<file path="config.mk">
export PLATFORM = sky130hd
export DESIGN_NAME = direct_mapped_cache_lookup_core
export DESIGN_NICKNAME = d
export VERILOG_FILES = /design/src/hdl/dmcl_pkg.sv /design/src/hdl/direct_mapped_cache_lookup_core.sv /design/src/hdl/dmcl_tag_ram.sv /design/src/hdl/dmcl_lookup.sv
export SDC_FILE = /design/constraint.sdc
export NUM_CORES = 2
export LEC_CHECK = 0
export CORE_MARGIN = 1.5
export CORE_UTILIZATION = 35
export DETAILED_ROUTE_END_ITERATION = 8
export DONT_BUFFER_PORTS = 1
export PLACE_DENSITY_LB_ADDON = 0.05
export SLEW_MARGIN = 40
export SYNTH_ARGS = -nofsm -noshare
export SYNTH_HDL_FRONTEND = slang
export SYNTH_SLANG_ARGS = --single-unit
</file>
<file path="constraint.sdc">
create_clock -name i_clk -period 10.5 [get_ports i_clk]
set_input_delay 2.1 -clock i_clk [delete_from_list [all_inputs] [get_ports i_clk]]
set_output_delay 2.1 -clock i_clk [all_outputs]
set_load 0.1 [all_outputs]
</file>
<file path="src/hdl/dmcl_pkg.sv">
// Shared types and constants for the direct-mapped cache lookup core.
// Depends on nothing; every other file refers to it by scoped names.
package dmcl_pkg;

    localparam int NUM_LINES   = 128;
    localparam int BLOCK_BYTES = 32;

    localparam int ADDR_W   = 32;
    localparam int OFFSET_W = $clog2(BLOCK_BYTES);
    localparam int LINE_W   = $clog2(NUM_LINES);
    localparam int TAG_W    = 20;
    localparam int CNT_W    = 32;

    // Fixed widths of the result fields
    localparam int OUT_OFFSET_W = 5;
    localparam int OUT_BLOCK_W  = 27;
    localparam int OUT_LINE_W   = 7;

    typedef enum logic {
        ST_IDLE,
        ST_LOOKUP
    } t_state;

    // Request from the control FSM to the lookup unit
    typedef struct packed {
        logic              commit;
        logic [LINE_W-1:0] index;
        logic [TAG_W-1:0]  tag;
        logic [TAG_W-1:0]  stored_tag;
    } t_lookup_req;

    // Outcome of the lookup, valid while a request sits in the lookup stage
    typedef struct packed {
        logic             miss;
        logic             replacement;
        logic [TAG_W-1:0] evicted_tag;
        logic [CNT_W-1:0] hit_count;
        logic [CNT_W-1:0] miss_count;
    } t_lookup_rsp;

endpackage

</file>
<file path="src/hdl/direct_mapped_cache_lookup_core.sv">
// Top level of the direct-mapped cache tag lookup core.
// Depends on dmcl_pkg, dmcl_tag_ram and dmcl_lookup.
//
// Usage:
//   Input channel (i_in_valid / o_in_ready) carries one request: a 32-bit
//   byte address. Output channel (o_out_valid / i_out_ready) carries one
//   result per request: the address split into byte offset, block number,
//   line index and tag, the hit/miss flag, whether a valid line holding
//   another tag was replaced together with its old tag (zero otherwise),
//   and the running hit and miss counts including this request.
//   Order: an accepted request is held in the lookup stage, and its result is
//   registered into the output register when the lookup commits.
//   Flow: the tag RAM has a registered read; the lookup reads the line in
//   the accept cycle and, on a miss, writes the new tag back when it
//   commits, and the next request is taken only after that commit, so two
//   requests never touch the RAM at the same time.
//   Reset: synchronous, active low. All line valid bits, both counters and
//   the channel state clear; the tag RAM is not cleared, an
//   invalid line never has its tag observed.
//   Stall: a held result sits in the output register; one more request may
//   be accepted and waits in the lookup stage until the output register
//   frees up, while the input stays not ready.
module direct_mapped_cache_lookup_core (
    input  logic                              i_clk,
    input  logic                              i_rst_n,
    // request channel
    input  logic                              i_in_valid,
    output logic                              o_in_ready,
    input  logic [dmcl_pkg::ADDR_W-1:0]       i_address,
    // result channel
    output logic                              o_out_valid,
    input  logic                              i_out_ready,
    output logic [dmcl_pkg::OUT_OFFSET_W-1:0] o_byte_offset,
    output logic [dmcl_pkg::OUT_BLOCK_W-1:0]  o_block_number,
    output logic [dmcl_pkg::OUT_LINE_W-1:0]   o_line_index,
    output logic [dmcl_pkg::TAG_W-1:0]        o_tag_value,
    output logic                              o_miss,
    output logic                              o_replacement,
    output logic [dmcl_pkg::TAG_W-1:0]        o_evicted_tag,
    output logic [dmcl_pkg::CNT_W-1:0]        o_hit_count,
    output logic [dmcl_pkg::CNT_W-1:0]        o_miss_count
);

    // Control
    dmcl_pkg::t_state r_state;
    dmcl_pkg::t_state n_state;
    logic             w_accept;
    logic             w_commit;
    logic             w_out_free;

    // Request held in the lookup stage
    logic [dmcl_pkg::ADDR_W-1:0] r_addr;

    // Address split, for the incoming address (RAM read) and the held one
    logic [dmcl_pkg::ADDR_W-1:0] w_in_block;
    logic [dmcl_pkg::ADDR_W-1:0] w_in_line;
    logic [dmcl_pkg::ADDR_W-1:0] w_offset;
    logic [dmcl_pkg::ADDR_W-1:0] w_block;
    logic [dmcl_pkg::ADDR_W-1:0] w_line;
    logic [dmcl_pkg::ADDR_W-1:0] w_tag;

    logic [dmcl_pkg::TAG_W-1:0] w_stored_tag;
    dmcl_pkg::t_lookup_req      w_req;
    dmcl_pkg::t_lookup_rsp      w_rsp;

    // Output register
    logic                              r_out_valid;
    logic [dmcl_pkg::OUT_OFFSET_W-1:0] r_byte_offset;
    logic [dmcl_pkg::OUT_BLOCK_W-1:0]  r_block_number;
    logic [dmcl_pkg::OUT_LINE_W-1:0]   r_line_index;
    logic [dmcl_pkg::TAG_W-1:0]        r_tag_value;
    logic                              r_miss;
    logic                              r_replacement;
    logic [dmcl_pkg::TAG_W-1:0]        r_evicted_tag;
    logic [dmcl_pkg::CNT_W-1:0]        r_hit_count;
    logic [dmcl_pkg::CNT_W-1:0]        r_miss_count;

    // Split addresses: block sizes and line counts are powers of two,
    // so divide and modulo reduce to shifts and masks.
    assign w_in_block = i_address / dmcl_pkg::BLOCK_BYTES;
    assign w_in_line  = w_in_block % dmcl_pkg::NUM_LINES;

    assign w_offset = r_addr % dmcl_pkg::BLOCK_BYTES;
    assign w_block  = r_addr / dmcl_pkg::BLOCK_BYTES;
    assign w_line   = w_block % dmcl_pkg::NUM_LINES;
    assign w_tag    = w_block / dmcl_pkg::NUM_LINES;

    // Output register is free when empty or being drained this cycle
    assign w_out_free = !r_out_valid || i_out_ready;

    // Next state and handshake: take a request in idle, then commit the
    // lookup once the RAM data is back and the output register can take it.
    always_comb begin
        n_state    = r_state;
        o_in_ready = 1'b0;
        w_commit   = 1'b0;
        case (r_state)
            dmcl_pkg::ST_IDLE: begin
                o_in_ready = 1'b1;
                if (i_in_valid) begin
                    n_state = dmcl_pkg::ST_LOOKUP;
                end
            end
            dmcl_pkg::ST_LOOKUP: begin
                if (w_out_free) begin
                    w_commit = 1'b1;
                    n_state  = dmcl_pkg::ST_IDLE;
                end
            end
            default: begin
                n_state = dmcl_pkg::ST_IDLE;
            end
        endcase
    end

    assign w_accept = i_in_valid && o_in_ready;

    always_ff @(posedge i_clk) begin
        if (!i_rst_n) begin
            r_state <= dmcl_pkg::ST_IDLE;
        end else begin
            r_state <= n_state;
        end
    end

    // Hold the request address for the lookup stage
    always_ff @(posedge i_clk) begin
        if (w_accept) begin
            r_addr <= i_address;
        end
    end

    // Tag RAM: read on accept, write back the new tag on a committed miss
    dmcl_tag_ram u_tag_ram (
        .i_clk     (i_clk),
        .i_rd_en   (w_accept),
        .i_rd_addr (w_in_line[dmcl_pkg::LINE_W-1:0]),
        .o_rd_data (w_stored_tag),
        .i_wr_en   (w_commit && w_rsp.miss),
        .i_wr_addr (w_line[dmcl_pkg::LINE_W-1:0]),
        .i_wr_data (w_tag[dmcl_pkg::TAG_W-1:0])
    );

    always_comb begin
        w_req.commit     = w_commit;
        w_req.index      = w_line[dmcl_pkg::LINE_W-1:0];
        w_req.tag        = w_tag[dmcl_pkg::TAG_W-1:0];
        w_req.stored_tag = w_stored_tag;
    end

    dmcl_lookup u_lookup (
        .i_clk   (i_clk),
        .i_rst_n (i_rst_n),
        .i_req   (w_req),
        .o_rsp   (w_rsp)
    );

    // Output valid: set on commit, drop when the receiver takes the result
    always_ff @(posedge i_clk) begin
        if (!i_rst_n) begin
            r_out_valid <= 1'b0;
        end else if (w_commit) begin
            r_out_valid <= 1'b1;
        end else if (i_out_ready) begin
            r_out_valid <= 1'b0;
        end
    end

    // Result payload: load on commit, otherwise hold
    always_ff @(posedge i_clk) begin
        if (w_commit) begin
            r_byte_offset  <= w_offset[dmcl_pkg::OUT_OFFSET_W-1:0];
            r_block_number <= w_block[dmcl_pkg::OUT_BLOCK_W-1:0];
            r_line_index   <= w_line[dmcl_pkg::OUT_LINE_W-1:0];
            r_tag_value    <= w_tag[dmcl_pkg::TAG_W-1:0];
            r_miss         <= w_rsp.miss;
            r_replacement  <= w_rsp.replacement;
            r_evicted_tag  <= w_rsp.evicted_tag;
            r_hit_count    <= w_rsp.hit_count;
            r_miss_count   <= w_rsp.miss_count;
        end
    end

    assign o_out_valid    = r_out_valid;
    assign o_byte_offset  = r_byte_offset;
    assign o_block_number = r_block_number;
    assign o_line_index   = r_line_index;
    assign o_tag_value    = r_tag_value;
    assign o_miss         = r_miss;
    assign o_replacement  = r_replacement;
    assign o_evicted_tag  = r_evicted_tag;
    assign o_hit_count    = r_hit_count;
    assign o_miss_count   = r_miss_count;

    // A commit always leaves a result in the output register
    a_commit_out: assert property (@(posedge i_clk) disable iff (!i_rst_n)
        w_commit |=> o_out_valid)
        else $error("committed lookup produced no result");

    // An accepted request is committed only in the following cycle or later
    a_no_accept_commit: assert property (@(posedge i_clk) disable iff (!i_rst_n)
        w_accept |-> !w_commit)
        else $error("accept and commit in the same cycle");

    // No eviction reports a zero evicted tag
    a_evict_zero: assert property (@(posedge i_clk) disable iff (!i_rst_n)
        o_out_valid && !o_replacement |-> o_evicted_tag == '0)
        else $error("evicted tag nonzero without replacement");

    // A request in the lookup stage keeps the input channel closed
    a_busy_closed: assert property (@(posedge i_clk) disable iff (!i_rst_n)
        (r_state == dmcl_pkg::ST_LOOKUP) |-> !o_in_ready)
        else $error("input ready while a lookup is in flight");

endmodule

</file>
<file path="src/hdl/dmcl_tag_ram.sv">
// Tag store of the cache: one write port, one read port with registered data.
// Depends on dmcl_pkg for the depth and tag width.
module dmcl_tag_ram (
    input  logic                         i_clk,
    input  logic                         i_rd_en,
    input  logic [dmcl_pkg::LINE_W-1:0]  i_rd_addr,
    output logic [dmcl_pkg::TAG_W-1:0]   o_rd_data,
    input  logic                         i_wr_en,
    input  logic [dmcl_pkg::LINE_W-1:0]  i_wr_addr,
    input  logic [dmcl_pkg::TAG_W-1:0]   i_wr_data
);

    logic [dmcl_pkg::TAG_W-1:0] r_mem [dmcl_pkg::NUM_LINES];
    logic [dmcl_pkg::TAG_W-1:0] r_rd_data;

    always_ff @(posedge i_clk) begin
        if (i_wr_en) begin
            r_mem[i_wr_addr] <= i_wr_data;
        end
    end

    always_ff @(posedge i_clk) begin
        if (i_rd_en) begin
            r_rd_data <= r_mem[i_rd_addr];
        end
    end

    assign o_rd_data = r_rd_data;

endmodule

</file>
<file path="src/hdl/dmcl_lookup.sv">
// Hit/miss decision: line valid bits, tag compare and the running counters.
// Depends on dmcl_pkg for the request and response structs.
module dmcl_lookup (
    input  logic                  i_clk,
    input  logic                  i_rst_n,
    input  dmcl_pkg::t_lookup_req i_req,
    output dmcl_pkg::t_lookup_rsp o_rsp
);

    logic [dmcl_pkg::NUM_LINES-1:0] r_valid;
    logic [dmcl_pkg::CNT_W-1:0]     r_hits;
    logic [dmcl_pkg::CNT_W-1:0]     r_misses;
    logic [dmcl_pkg::CNT_W-1:0]     n_hits;
    logic [dmcl_pkg::CNT_W-1:0]     n_misses;
    logic                           w_line_valid;
    logic                           w_tag_eq;

    assign w_line_valid = r_valid[i_req.index];
    assign w_tag_eq     = (i_req.stored_tag == i_req.tag);

    always_comb begin
        o_rsp.miss        = !(w_line_valid && w_tag_eq);
        o_rsp.replacement = w_line_valid && !w_tag_eq;
        o_rsp.evicted_tag = o_rsp.replacement ? i_req.stored_tag
                                              : '0;
        n_hits   = o_rsp.miss ? r_hits : r_hits + dmcl_pkg::CNT_W'(1);
        n_misses = o_rsp.miss ? r_misses + dmcl_pkg::CNT_W'(1) : r_misses;
        o_rsp.hit_count  = n_hits;
        o_rsp.miss_count = n_misses;
    end

    always_ff @(posedge i_clk) begin
        if (!i_rst_n) begin
            r_valid  <= '0;
            r_hits   <= '0;
            r_misses <= '0;
        end else if (i_req.commit) begin
            r_valid[i_req.index] <= 1'b1;
            r_hits               <= n_hits;
            r_misses             <= n_misses;
        end
    end

    // Exactly one counter advances per committed lookup
    a_one_count: assert property (@(posedge i_clk) disable iff (!i_rst_n)
        i_req.commit |=> (r_hits + r_misses) == $past(r_hits + r_misses) + 32'd1)
        else $error("counters did not advance by one");

    // A committed line is valid afterwards
    a_valid_set: assert property (@(posedge i_clk) disable iff (!i_rst_n)
        i_req.commit |=> r_valid[$past(i_req.index)])
        else $error("committed line not marked valid");

    // Replacement only with a valid line and a differing tag
    a_repl_miss: assert property (@(posedge i_clk) disable iff (!i_rst_n)
        o_rsp.replacement |-> o_rsp.miss && w_line_valid)
        else $error("replacement without a valid miss");

endmodule
</file>
==> impl.org <==
** Status
- Outcome :: completed

** Detailed routing
- Initial detailed-routing violation count :: 6095
- The routed layout has 54700 vias.
- First-pass DRT Iterations :: 7
- Dividing the detail-routed via count by the number of cells gives 5.37.
- Once detail routing completed, the nets flagged for antenna violations numbered 0.
- # DRC :: 0
- Routed wire per std cell :: 33.7 um
- Detailed-route wire length :: 344 mm

** Setup path
- At the worst endpoint, the required time is 11.16 ns.
- Critical Path Most Common Cell :: buf_16
- Largest delay contributor family on the critical path :: buffers and inverters
- Worst Setup End Kind :: register
- The worst setup path is of the input pin to register kind.
- The setup check on the worst reg-to-reg path leaves a slack of 5.03 ns.
- For this run, the slowest stage of the critical path takes 0.60 ns.
- Chain of cells forming the critical path :: buf_16, buf_16, buf_16, buf_16, buf_16, buf_16, mux4_2, mux4_2, mux4_2, mux2_2
- Kind of launch point of the worst setup path :: input pin
- CP max-delay cell :: mux4_2
- The critical path contains buffers and inverters numbering 6 combined.
- The worst register-to-register path has a depth of 11.
- Data on the critical path arrives at its endpoint at 6.58 ns.
- Critical path fanouts, max :: 77
- RR Startpoint :: r_addr[5]
- The endpoint identified for the worst register-to-register timing path is u_tag_ram.r_mem[52][9].

** Synth
- Synth top area cells :: edfxtp_1 73%, mux4_2 17%, dfxtp_1 3.4%, nor2_1 1.9%, clkbuf_1 0.68%
- The number of nets handed over by synthesis was 5277.
- Count of different cell masters after synthesis :: 52
- Avg Synthesized Cell Area :: 21.5 um2
- Post-synthesis async set-or-reset flop share :: 0%
- Top cell type by total area after synthesis :: edfxtp_1
- Proportion of netlist area held by the largest area contributor :: 72.8%
- Number of enable flip-flop cells after synthesis :: 2730
- In this run the cell area of the synthesized design comes to 0.113 mm2.
- Leading register cell type out of synthesis :: edfxtp_1
- For this run, the number of Yosys warnings is 0.
- Seq/Total Area, Yosys :: 76.2%
- Register bit total from synthesis :: 2924
- Cell count after synthesis :: 5239

** Cells and area
- Area added between synthesis and finish :: 18.0%
- Leading cell type in the layout, fill and taps excluded :: edfxtp_1
- The final layout contains 5631 nets.
- The top cell types in the final layout, fill and taps aside, are 2730 x edfxtp_1, 868 x mux4_2, 428 x nor2_1, 347 x clkbuf_16, 193 x dfxtp_1.
- Of the cells placed in the final design, the portion with a size suffix greater than 1 is 31.6%.

** Clocking
- Register clock-pin slew on the reported worst setup and hold paths :: 0.06 ns
- After clock tree synthesis, the repair step resized 0 gates.
- Number of buffers added for setup after CTS :: 0
- The H-tree was split into 5 levels.
- Clk buf depth :: 4
- Total clock buffers created by CTS :: 333
- CTS tree :: done
- After clock tree synthesis, the flow added hold-fix buffers numbering 0.
- Clock insertion delay at the later pin of the skew report :: 0.91 ns
- The clock drives 2924 sinks.
- Root buffer cell :: clkbuf_16

** Pwr
- The clock network burns 44.3% of the power.
- In this run, the combinational gates consume 5.4% of the power.
- Pleak :: 41.5 nW
- Internal power comes to 0.0200 W.
- Switching power total :: 0.00579 W
- Total power after layout :: 0.0258 W
- Dividing total power by cell area gives a power density of 194 mW/mm2.
- The worst-case IR drop observed on VDD is 127 uV.
- Flop pwr share :: 50.3%
- Sw frac :: 22.5%

** STA
- Max-slew headroom :: 32.8%
- Final setup viols :: 0
- RSZ-0062 raised after global routing :: no
- Clock skew on the completed layout was measured at 0.0552 ns.
- Pins Over Slew Limit :: 0
- The final-report hold violation count is 0.
- Dividing the final minimum period by the clock period gives 56.4%.
- After routing, the total negative slack on setup checks comes to 0 ns.
- Achievable Freq :: 169 MHz
- Min cycle time layout :: 5.92 ns
- Actual transition at the worst max-transition pin :: 1.01 ns

** Global route
- GRT Total Usage :: 21.0%
- The via count of the first global-routing pass came to 55600.
- Entering global routing, the biggest net connects 162 pins.
- The first global-routing pass estimated 470 mm of wire.
- The initial antenna violation count is 38.
- The total overflow left after global routing is 0.

** Floorplanning
- Number of rows created at floorplan :: 208
- Once the floorplan was initialized, standard cells occupied 35.1% of the core.
- Total Die Area :: 0.325 mm2
- I/O pin total :: 183
- Overall die width :: 570 um
- The floorplan step defined a core boundary enclosing 0.321 mm2.
- Height of the die :: 570 um

** Place
- Last weighted congestion value of the routability-driven placer :: 0.738
- Detailed placement finished with a half-perimeter wire length of 187 mm.
- Input and output buffers added on the ports amount to 0.

** Run
- Across the run, the number of max-cap violations was 0.

** Min path
- The path with the worst hold slack has its endpoint at o_byte_offset[1].
- Worst Hold Path Cells :: 0
- Hold Crit Class :: register to register
- Hold wc startpoint :: r_addr[1]
[how the worst max path moves through the flow]
stage | start | end | slack (ns) | cells after the start
finish | i_address[5] | u_tag_ram.o_rd_data[16] | 4.58 | 10
detailed placement | i_address[5] | u_tag_ram.o_rd_data[1] | 3.57 | 10
global placement | i_address[5] | u_tag_ram.o_rd_data[16] | 2.77 | 9
CTS | i_address[5] | u_tag_ram.o_rd_data[1] | 4.56 | 10
floorplan | i_out_ready | u_tag_ram.r_mem[120][0] | 3.57 | 7
global route | i_address[5] | u_tag_ram.o_rd_data[16] | 4.33 | 10
[registers in the layout, indices dropped and copies added, names as in the netlist, 5 cells and up]
| name | flops |
|---|---|
| o_hit_count | 32 |
| u_tag_ram.o_rd_data | 20 |
| o_block_number | 27 |
| r_addr | 32 |
| o_byte_offset | 5 |
| u_lookup.r_valid | 128 |
| u_lookup.r_hits | 32 |
| o_evicted_tag | 20 |
| u_tag_ram.r_mem | 2560 |
| o_miss_count | 32 |
| u_lookup.r_misses | 32 |
[area by class of cell]
class | instances | area [um2]
repair buffers | 345 | 5320
clock inverters | 189 | 1780
multi-input cells | 1977 | 25700
fillers | 28000 | 188000
well taps | 4305 | 5390
clock buffers | 421 | 8840
flip-flops and latches | 2924 | 85900
diodes | 15 | 37.5
inverters | 12 | 57.6
[power by group through the flow]
stage,logic (W),clock network (W),registers [W]
finish,0.00140,0.0114,0.0130
global route,0.00146,0.0121,0.0129
CTS,0.00141,0.0117,0.0130
detailed placement,0.00141,0,0.0132
global placement,0.00114,0,0.0133
floorplan,0.000668,0,0.0133
[cells by family after synthesis]
family / synth area share (%)
AND/OR/NAND/NOR: 3.30
adder cells (fa/ha/maj): 0.0222
AO/OA/AOI/OAI: 0.692
multiplexers: 17.8
flip-flops: 76.2
XOR/XNOR: 0.661
buffers and inverters: 1.34
[synth_stat cells, types with 37 or more instances]
library cell  instances
a21oi_1              56
buf_1                59
clkbuf_1            204
dfxtp_1             194
edfxtp_1           2730
mux4_2              868
nand2_1              64
nand3_1              53
nor2_1              557
or3_1                37
xnor2_1              39
xor2_1               46
[through the flow]
stage	hold slack, ns	setup WS, ns	area [um2]	std cells	utilization [%]
finish	0.420	4.58	133000	10200	41.5
global route	0.424	4.33	133000	10200	41.5
CTS	0.419	4.56	133000	10200	41.4
detailed placement	0.405	3.57	122000	9551	38.1
global placement	0.400	2.77	119000	9447	37.2
floorplan	0.400	3.57	113000	5239	-
[worst reg2reg max path: cells and delay by family (launching register included)]
kind,cells,cell delay [ns]
muxes,1,0.64
buffers and inverters,4,1.68
AOI/OAI and AO/OA,2,0.79
and+or+nand+nor,4,1.58
DFF,1,0.35
[metal layers]
layer,GRT usage (%),wire [um]
met2,34.5,167000
met5,0,34
met4,4.14,6770
met3,2.89,17900
met1,30.0,152000
(Power assumes the default switching activity.)
